## config.mk

```make
export PLATFORM = sky130hd
export DESIGN_NAME = id_number_luhn_validator
export DESIGN_NICKNAME = d
export VERILOG_FILES = /design/src/rtl/idl_pkg.sv /design/src/rtl/idl_track.sv /design/src/rtl/idl_verdict.sv /design/src/rtl/id_number_luhn_validator.sv
export SDC_FILE = /design/constraint.sdc
export NUM_CORES = 1
export LEC_CHECK = 0
export BUFFER_PORTS_ARGS = -buffer_cell sky130_fd_sc_hd__buf_2
export CAP_MARGIN = 20
export CORE_MARGIN = 2
export CORE_UTILIZATION = 40
export CTS_CLUSTER_DIAMETER = 50
export DETAILED_ROUTE_END_ITERATION = 8
export MAX_ROUTING_LAYER = met4
export SYNTH_ARGS = -nofsm -noshare
export SYNTH_HDL_FRONTEND = slang
export SYNTH_SLANG_ARGS = --single-unit
export TNS_END_PERCENT = 5
```

## constraint.sdc

```tcl
create_clock -name clk -period 16 [get_ports clk]
set_clock_uncertainty 0.05 [all_clocks]
set_input_delay 0.8 -clock clk [delete_from_list [all_inputs] [get_ports clk]]
set_output_delay 0.8 -clock clk [all_outputs]
set_load 0.005 [all_outputs]
```

## src/rtl/idl_pkg.sv

```systemverilog
package idl_pkg;

	localparam logic [7:0] CH_HYPHEN = 8'h2D;
	localparam logic [7:0] CH_ZERO   = 8'h30;
	localparam logic [3:0] ID_LAST   = 4'd10;
	localparam logic [3:0] HYPHEN_AT = 4'd6;
	localparam logic [3:0] POS_MAX   = 4'd15;

	typedef enum logic [2:0] {
		ST_VALID    = 3'd0,
		ST_FORMAT   = 3'd1,
		ST_MONTH    = 3'd2,
		ST_FEB29    = 3'd3,
		ST_FEB_DAY  = 3'd4,
		ST_DAY30    = 3'd5,
		ST_DAY31    = 3'd6,
		ST_MISMATCH = 3'd7
	} idl_status_t;

	typedef struct packed {
		logic [3:0] pos;
		logic [6:0] luhn_sum;
		logic [6:0] year;
		logic [6:0] month;
		logic [6:0] day;
		logic [3:0] entered;
		logic       format_bad;
	} idl_state_t;

	// digit after optional Luhn doubling, folded back to one digit
	function automatic logic [3:0] luhn_term(input logic [3:0] dv, input logic dbl);
		logic [4:0] t;
		t = dbl ? {dv, 1'b0} : {1'b0, dv};
		if (t >= 5'd10)
			t = t - 5'd9;
		return t[3:0];
	endfunction

	function automatic logic [3:0] mod10(input logic [6:0] v);
		logic [6:0] r;
		r = v;
		if (r >= 7'd80) r = r - 7'd80;
		if (r >= 7'd40) r = r - 7'd40;
		if (r >= 7'd20) r = r - 7'd20;
		if (r >= 7'd10) r = r - 7'd10;
		return r[3:0];
	endfunction

	function automatic logic [6:0] times10_add(input logic [6:0] v, input logic [3:0] dv);
		return (v << 3) + (v << 1) + {3'b000, dv};
	endfunction

endpackage

```

## src/rtl/idl_track.sv

```systemverilog
module idl_track (
	input  logic              clk,
	input  logic              arst_n,
	input  logic              step,
	input  logic [7:0]        ch,
	input  logic              last,
	output idl_pkg::idl_state_t upd
);
	import idl_pkg::*;

	idl_state_t state_q;
	idl_state_t nxt;
	logic       is_digit;
	logic [3:0] dv;
	logic [3:0] pos;
	logic       dbl;

	assign pos      = state_q.pos;
	assign is_digit = (ch >= CH_ZERO) && (ch <= CH_ZERO + 8'd9);
	assign dv       = is_digit ? 4'(ch - CH_ZERO) : 4'd0;
	// even Luhn index is doubled; the hyphen does not count
	assign dbl      = (pos < HYPHEN_AT) ? ~pos[0] : pos[0];

	always_comb begin
		upd = state_q;
		if (pos > ID_LAST) begin
			upd.format_bad = 1'b1;
		end else if (pos == HYPHEN_AT) begin
			if (ch != CH_HYPHEN)
				upd.format_bad = 1'b1;
		end else if (!is_digit) begin
			upd.format_bad = 1'b1;
		end else begin
			if (pos < 4'd2)
				upd.year = times10_add(state_q.year, dv);
			else if (pos < 4'd4)
				upd.month = times10_add(state_q.month, dv);
			else if (pos < 4'd6)
				upd.day = times10_add(state_q.day, dv);
			if (pos < ID_LAST)
				upd.luhn_sum = state_q.luhn_sum + {3'b000, luhn_term(dv, dbl)};
			else
				upd.entered = dv;
		end
	end

	// position saturates at the top of its range
	always_comb begin
		nxt     = upd;
		nxt.pos = (pos < POS_MAX) ? pos + 4'd1 : pos;
	end

	always_ff @(posedge clk or negedge arst_n) begin
		if (!arst_n) begin
			state_q <= '0;
		end else if (step) begin
			if (last) begin
				state_q <= '0;
			end else begin
				state_q <= nxt;
			end
		end
	end

endmodule

```

## src/rtl/idl_verdict.sv

```systemverilog
module idl_verdict (
	input  idl_pkg::idl_state_t  upd,
	output idl_pkg::idl_status_t status,
	output logic [3:0]           check_digit
);
	import idl_pkg::*;

	logic [3:0]  rem;
	logic [3:0]  chk;
	logic        leap;
	idl_status_t date_st;

	assign rem  = mod10(upd.luhn_sum);
	assign chk  = (rem == 4'd0) ? 4'd0 : 4'd10 - rem;
	// two-digit year: zero counts as a leap year by the 400 rule
	assign leap = (upd.year[1:0] == 2'b00) && (upd.year != 7'd100);

	always_comb begin
		date_st = ST_VALID;
		if (upd.month < 7'd1 || upd.month > 7'd12) begin
			date_st = ST_MONTH;
		end else if (upd.month == 7'd2) begin
			if (upd.day == 7'd29)
				date_st = leap ? ST_VALID : ST_FEB29;
			else if (upd.day < 7'd1 || upd.day > 7'd28)
				date_st = ST_FEB_DAY;
		end else if (upd.month == 7'd4 || upd.month == 7'd6 ||
				upd.month == 7'd9 || upd.month == 7'd11) begin
			if (upd.day < 7'd1 || upd.day > 7'd30)
				date_st = ST_DAY30;
		end else if (upd.day < 7'd1 || upd.day > 7'd31) begin
			date_st = ST_DAY31;
		end
	end

	always_comb begin
		if (upd.format_bad || upd.pos != ID_LAST) begin
			status      = ST_FORMAT;
			check_digit = 4'd0;
		end else begin
			check_digit = chk;
			if (date_st == ST_VALID && upd.entered != chk)
				status = ST_MISMATCH;
			else
				status = date_st;
		end
	end

endmodule

```

## src/rtl/id_number_luhn_validator.sv

```systemverilog
// Checks an ID string of the form YYMMDD-nnnC, one ASCII character per
// transaction on the slave side with tlast on the final character. Each
// character first sits in an input register; a short update of position,
// date fields and Luhn sum follows, and on the tlast character
// one verdict (status and computed control digit) lands in the output
// register. Characters without tlast produce no output. Status: 0 valid,
// 1 format, 2 month, 3 Feb 29 in non-leap year, 4 February day, 5 day in a
// 30-day month, 6 day in a 31-day month, 7 control digit mismatch. A new
// character is taken every cycle; only a tlast character waiting on a full,
// stalled output register holds the input back.
module id_number_luhn_validator (
	input  logic       clk,
	input  logic       arst_n,
	input  logic       s_tvalid,
	output logic       s_tready,
	input  logic [7:0] s_tdata,   // [7:0] ch
	input  logic       s_tlast,   // last
	output logic       m_tvalid,
	input  logic       m_tready,
	output logic [7:0] m_tdata    // [2:0] status, [6:3] check_digit, [7] zero
);
	import idl_pkg::*;

	logic        valid_s1;
	logic [7:0]  ch_s1;
	logic        last_s1;
	logic        advance;
	logic        m_tvalid_q;
	logic [6:0]  result_q;
	idl_state_t  upd;
	idl_status_t status;
	logic [3:0]  check_digit;

	assign advance  = valid_s1 && (!last_s1 || !m_tvalid_q || m_tready);
	assign s_tready = !valid_s1 || advance;

	always_ff @(posedge clk or negedge arst_n) begin
		if (!arst_n) begin
			valid_s1 <= 1'b0;
		end else if (s_tready) begin
			valid_s1 <= s_tvalid;
		end
	end

	always_ff @(posedge clk) begin
		if (s_tready && s_tvalid) begin
			ch_s1   <= s_tdata;
			last_s1 <= s_tlast;
		end
	end

	idl_track u_track (
		.clk    (clk),
		.arst_n (arst_n),
		.step   (advance),
		.ch     (ch_s1),
		.last   (last_s1),
		.upd    (upd)
	);

	idl_verdict u_verdict (
		.upd         (upd),
		.status      (status),
		.check_digit (check_digit)
	);

	always_ff @(posedge clk or negedge arst_n) begin
		if (!arst_n) begin
			m_tvalid_q <= 1'b0;
		end else if (advance && last_s1) begin
			m_tvalid_q <= 1'b1;
		end else if (m_tready) begin
			m_tvalid_q <= 1'b0;
		end
	end

	always_ff @(posedge clk) begin
		if (advance && last_s1)
			result_q <= {check_digit, status};
	end

	assign m_tvalid = m_tvalid_q;
	assign m_tdata  = {1'b0, result_q};

endmodule

```

==> run metrics, run 1 <==
status complete, no violations; Clock Sinks 55; leading area contributor after synthesis dfrtp_1; Routed met1 length 5.160 mm; most frequent cells after synthesis nand2_1, dfrtp_1, nor2_1; Worst-Margin Slew 0.9464 ns; routed vias/inst 5.952; hold path start u_track.state_q[1]; worst r2r path cells 33; crit path time final 7.087 ns; sequential cell area fraction in the yosys report 0.3132; Critical Path AT 7.07 ns; antenna cells 0; Final setup viols 0; Final Hold Vio Count 0; Die Area 12500 um^2; area occupied by multi-input gates 2978 um^2; Max-Cap Viols 0; global route total overflow 0; count of different cell masters after synthesis 80; routed wire length on met2 5.248 mm; number of flops mapped to enable cells by yosys 16; power consumption 0.3184 mW; Die H 111.8 um; Worst setup SP type register; Critical Path RT 15.98 ns; max layer used met4; clock latency on the worst-skew pair 0.29 ns; gpl congestion 0.8893; Worst Hold Class register to register; synth-to-layout area growth 7.723%; die width 111.8 um; clock buffer depth 2; Worst slew margin 0.3674; share of the synthesized area in the top cell type 0.2099; cts bufs inserted 5; post-route setup TNS 0 ns; input/output buffers 21; root buffer cell clkbuf_16; DR iter-0 viols 278; CTS H-tree lvls 2; r2r setup slk 8.91 ns; overall routing resource usage 0.1875; RSZ-0062 raised after global routing no; row count 39; Wirelength per Cell 16.25 um; synthesized cell area 4649 um^2; Routed Antenna Nets 0; crit path max fanout 13; Post-synth ARST share 0.7091; P per Cell Area 63.56 nW/um^2; Syn Nets 582; DRT Pass-1 Iters 5; most numerous cell in the Yosys netlist nand2_1; Worst path max stage delay 0.58 ns; sequential cell area 1456 um^2; Post-CTS Setup Repair Bufs 0; first-pass GRT wire length 18.84 mm; DR vias 4065; synth warn 0; post-cts gate resize count 0; Worst setup EP type register; top cells by area, synth dfrtp_1, edfxtp_1, ha_1; Syn Inst Count 534; synthesized area per cell 8.707 um^2; post-DP HPWL 8.112 mm; DRC 0; maximum clock frequency 141.1 MHz; Most used DFF post-synth dfrtp_1; Pleak 2.152 nW; slowest CP cell dfrtp_1; TritonCTS clock tree done; clk slew on worst S/H paths 0.07 ns; antenna violations before repair 0; peak supply drop 0.04004 mV; CP Launch Point u_track.pos[2]; largest net degree at the start of global routing 40; DRT Wirelength 11.10 mm; Starting Density 0.4089; worst reg2reg startpoint u_track.pos[2]; DR WL met3 379 um; hold_buf cts 0; number of global-route vias before repair 3902; WHS Path Cells 2; Slew Limit Fails 0; Yosys reg bits 55; final worst-path cycle share 0.4429; critical path class register to register; share of post-route cells with drive strength above 1 0.1000; Core Box Area 11370 um^2; Post-layout nets 587; number of fill cells in the layout 1069; io pins 23
-- kinds of logic after synthesis --
group,synth area share
muxes,0.02879
other,0.0008065
adders and majority gates,0.1006
DFF,0.3132
AOI/OAI and AO/OA,0.2360
xor gates and xnor gates,0.05840
and+or+nand+nor,0.2158
buffers and inverters,0.04628
-- metrics by stage --
step	cell area, um^2	utilization	std cells	hold WS [ns]	setup slack [ns]
global route	5009	0.4405	683	0.4721	8.238
finish	5009	0.4405	683	0.4423	8.913
global placement	4831	0.4249	675	0.4158	9.291
detailed placement	4831	0.4249	675	0.4258	9.014
CTS	5009	0.4405	683	0.4434	8.998
floorplan	4649	-	534	0.3996	9.599
-- layout make-up --
type / count / share of cell area
clock inverters: 2 / 0.007744
flip-flops and latches: 55 / 0.2908
multi-input cells: 428 / 0.5946
well taps: 143 / 0.03572
inverters: 26 / 0.01949
clock buffers: 6 / 0.02773
repair buffers: 23 / 0.02398
-- state kept, by name, summed over array words and instances (netlist names) --
signal,count
ch_s1,8
last_s1,1
m_tvalid,1
result_q,7
u_track.pos,4
u_track.state_q,33
valid_s1,1
-- metal layers --
| layer | up-vias | track usage |
|---|---|---|
| met3 | 26 | 0.01960 |
| li1 | 1974 | - |
| met5 | - | - |
| met4 | 0 | 0.06749 |
| met2 | 106 | 0.3055 |
| met1 | 1959 | 0.2432 |
-- power breakdown --
group / internal, mW / switching, mW / leakage (nW)
combinational: 0.0113 / 0.0187 / 1.38
clock: 0.0788 / 0.0522 / 0.0875
sequential: 0.149 / 0.00809 / 0.689
-- worst max-delay path, delay by kind of cell (launching register included) --
family | cells | cell delay [ns]
AO/OA/AOI/OAI | 10 | 1.95
AND/OR/NAND/NOR | 15 | 2.17
buffers and inverters | 2 | 0.15
multiplexers | 1 | 0.21
flip-flops | 1 | 0.58
adder cells (fa/ha/maj) | 4 | 1.35
XOR/XNOR | 1 | 0.36
-- cell usage in the layout, fill, tap and decap left out, types with 5 or more instances in the layout --
master	count
o31ai_1	6
inv_1	25
nor2_1	38
xnor2_1	22
nand3_1	11
edfxtp_1	16
nand4_1	6
a22oi_1	5
nor3_1	13
dfrtp_1	39
a21oi_1	35
mux2i_1	10
and2_1	9
o21ai_0	31
nor4_1	6
clkbuf_16	5
buf_2	21
o211ai_1	6
nand2_1	63
xor2_1	9
ha_1	31
or2_2	5
nor2b_1	8
a22o_1	17
a21o_1	12
-- worst paths after layout --
path,to
min in group asynchronous,u_track.state_q[24]
min reg2reg,u_track.state_q[1]
min,u_track.state_q[1]
max reg2reg,result_q[0]
max in group asynchronous,u_track.state_q[8]
max,result_q[0]
(Power assumes the default switching activity.)
==> inputs of run 2 (changes only) <==
clock period = 7.2 ns   (was 16 ns; I/O delays follow)
==> run 2 against run 1 <==
Clock-buffer cell count stayed put. First-iteration DRC count grew 5.0%. Via count is 1.0% lower. Routed wire length increased by 1.6%. Largest cell class unchanged. Sequential power rose by 120%.
==> run metrics, run 2 (synthesized netlist as in run 1, its figures left out) <==
status complete, no violations; DR vias 4024; Final setup viols 0; post-route setup TNS 0 ns; maximum clock frequency 150.8 MHz; max FFs per register 33; Worst setup SP type register; row count 39; peak supply drop 0.09654 mV; Post-layout nets 592; GR met2 Demand/Resource 0.3196; clock latency on the worst-skew pair 0.30 ns; Worst-Margin Slew 0.9650 ns; largest net degree at the start of global routing 40; final worst-path cycle share 0.9212; crit path max fanout 13; first-pass GRT wire length 19.09 mm; Starting Density 0.4089; Slew Limit Fails 0; critical path class register to register; clk slew on worst S/H paths 0.07 ns; Worst path max stage delay 0.49 ns; slowest CP cell dfrtp_2; die width 111.8 um; most common cell after layout, fill and taps aside nand2_1; GRT met3 Usage 0.02667; P per Cell Area 133.7 nW/um^2; power consumption 0.6795 mW; Stages on worst setup path 31; routed vias/inst 5.849; number of global-route vias before repair 4038; Final Non-Filler Cells 688; Wirelength per Cell 16.40 um; Worst Hold Class input port to async pin; Worst setup EP type register; Final Hold Vio Count 0; CTS H-tree lvls 2; gpl congestion 0.8829; synth-to-layout area growth 9.338%; Largest Register u_track.state_q; Clock Sinks 55; antenna cells 0; number of fill cells in the layout 1093; Die H 111.8 um; top cell family by delay on the critical path compound AO/OA/AOI/OAI gates; global route total overflow 0; Inst Count DP 678; commonest cells after routing, fill and taps aside nand2_1, nor2_1, dfrtp_1, a21oi_1, o21ai_0; antenna violations before repair 0; Max-Cap Viols 0; Die Area 12500 um^2; root buffer cell clkbuf_16; worst r2r path cells 31; DRT Wirelength 11.28 mm; Routed Antenna Nets 0; top flop regs u_track.state_q: 33 flops, ch_s1: 8 flops, result_q: 7 flops; Worst slew margin 0.3550; share of post-route cells with drive strength above 1 0.1321; DRC 0; Critical Path AT 6.62 ns; RSZ-0062 raised after global routing no; input/output buffers 21; crit path time final 6.632 ns; TritonCTS clock tree done; Pleak 2.167 nW; overall routing resource usage 0.1920; clock buffer depth 2; cts bufs inserted 5; met1 usage 0.2343; Critical Path RT 7.19 ns; DR iter-0 viols 292; GR peak layer met2; Core Box Area 11370 um^2; worst path buffer plus inverter count 2; post-DP HPWL 8.291 mm; final hold slack 0.1341 ns; io pins 23; DRT Pass-1 Iters 4; post-layout util 0.4471; r2r setup slk 0.57 ns
[run 2: cell count changes in the layout (fill, tap and decap cells not counted), moves of 2 or more]
cell and delta:
a21oi_1 -2, buf_4 +5, a22oi_2 +2, dfrtp_1 -3
a22oi_1 -2, dfrtp_2 +3
[run 2: area by class of cell]
class | count | area, um^2 | area share
clock buffer | 6 | 138.9 | 0.02732
clock inverter | 2 | 16.27 | 0.003200
inverter | 26 | 97.59 | 0.01920
multi-input combinational | 428 | 3034 | 0.5968
sequential | 55 | 1460 | 0.2872
tap | 143 | 178.9 | 0.03520
timing repair buffer | 28 | 157.7 | 0.03101
[run 2: stage by stage]
stage               area (um^2)  setup slack [ns]
floorplan                  4649            0.7993
global placement           4853            0.4940
detailed placement         4853            0.1870
CTS                        5009            0.1729
global route               5084           0.03975
finish                     5084            0.5676
[run 2: power breakdown]
part	switching (mW)	internal [mW]	total [mW]
Combinational	0.0423	0.0262	0.0686
Sequential	0.0174	0.332	0.350
Clock	0.122	0.140	0.261
Total	0.182	0.498	0.680
[run 2: worst paths after layout]
check / to / start
min reg2reg: u_track.state_q[1] / u_track.state_q[1]
min: u_track.state_q[21] / arst_n
min in group clk: ch_s1[0] / s_tdata[0]
max: result_q[0] / u_track.pos[2]
max in group asynchronous: u_track.pos[3] / arst_n
max reg2reg: result_q[0] / u_track.pos[2]
[run 2: timing repair]
action | 4_1_cts | 5_1_grt
hold buffers | 0 | 0
resized for setup | 0 | 14
setup buffers | 0 | 2
endpoints found under the setup margin | 0 | 6
hold endpoints to repair | 0 | 0
[run 2: routing by layer]
layer | part of all wire | vias to the layer above | routed length [um]
met3 | 0.029 | 22 | 325
met4 | 0.022 | 0 | 248
met5 | 0 | - | 0
met1 | 0.45 | 1944 | 5123
met2 | 0.49 | 78 | 5584
li1 | - | 1980 | -
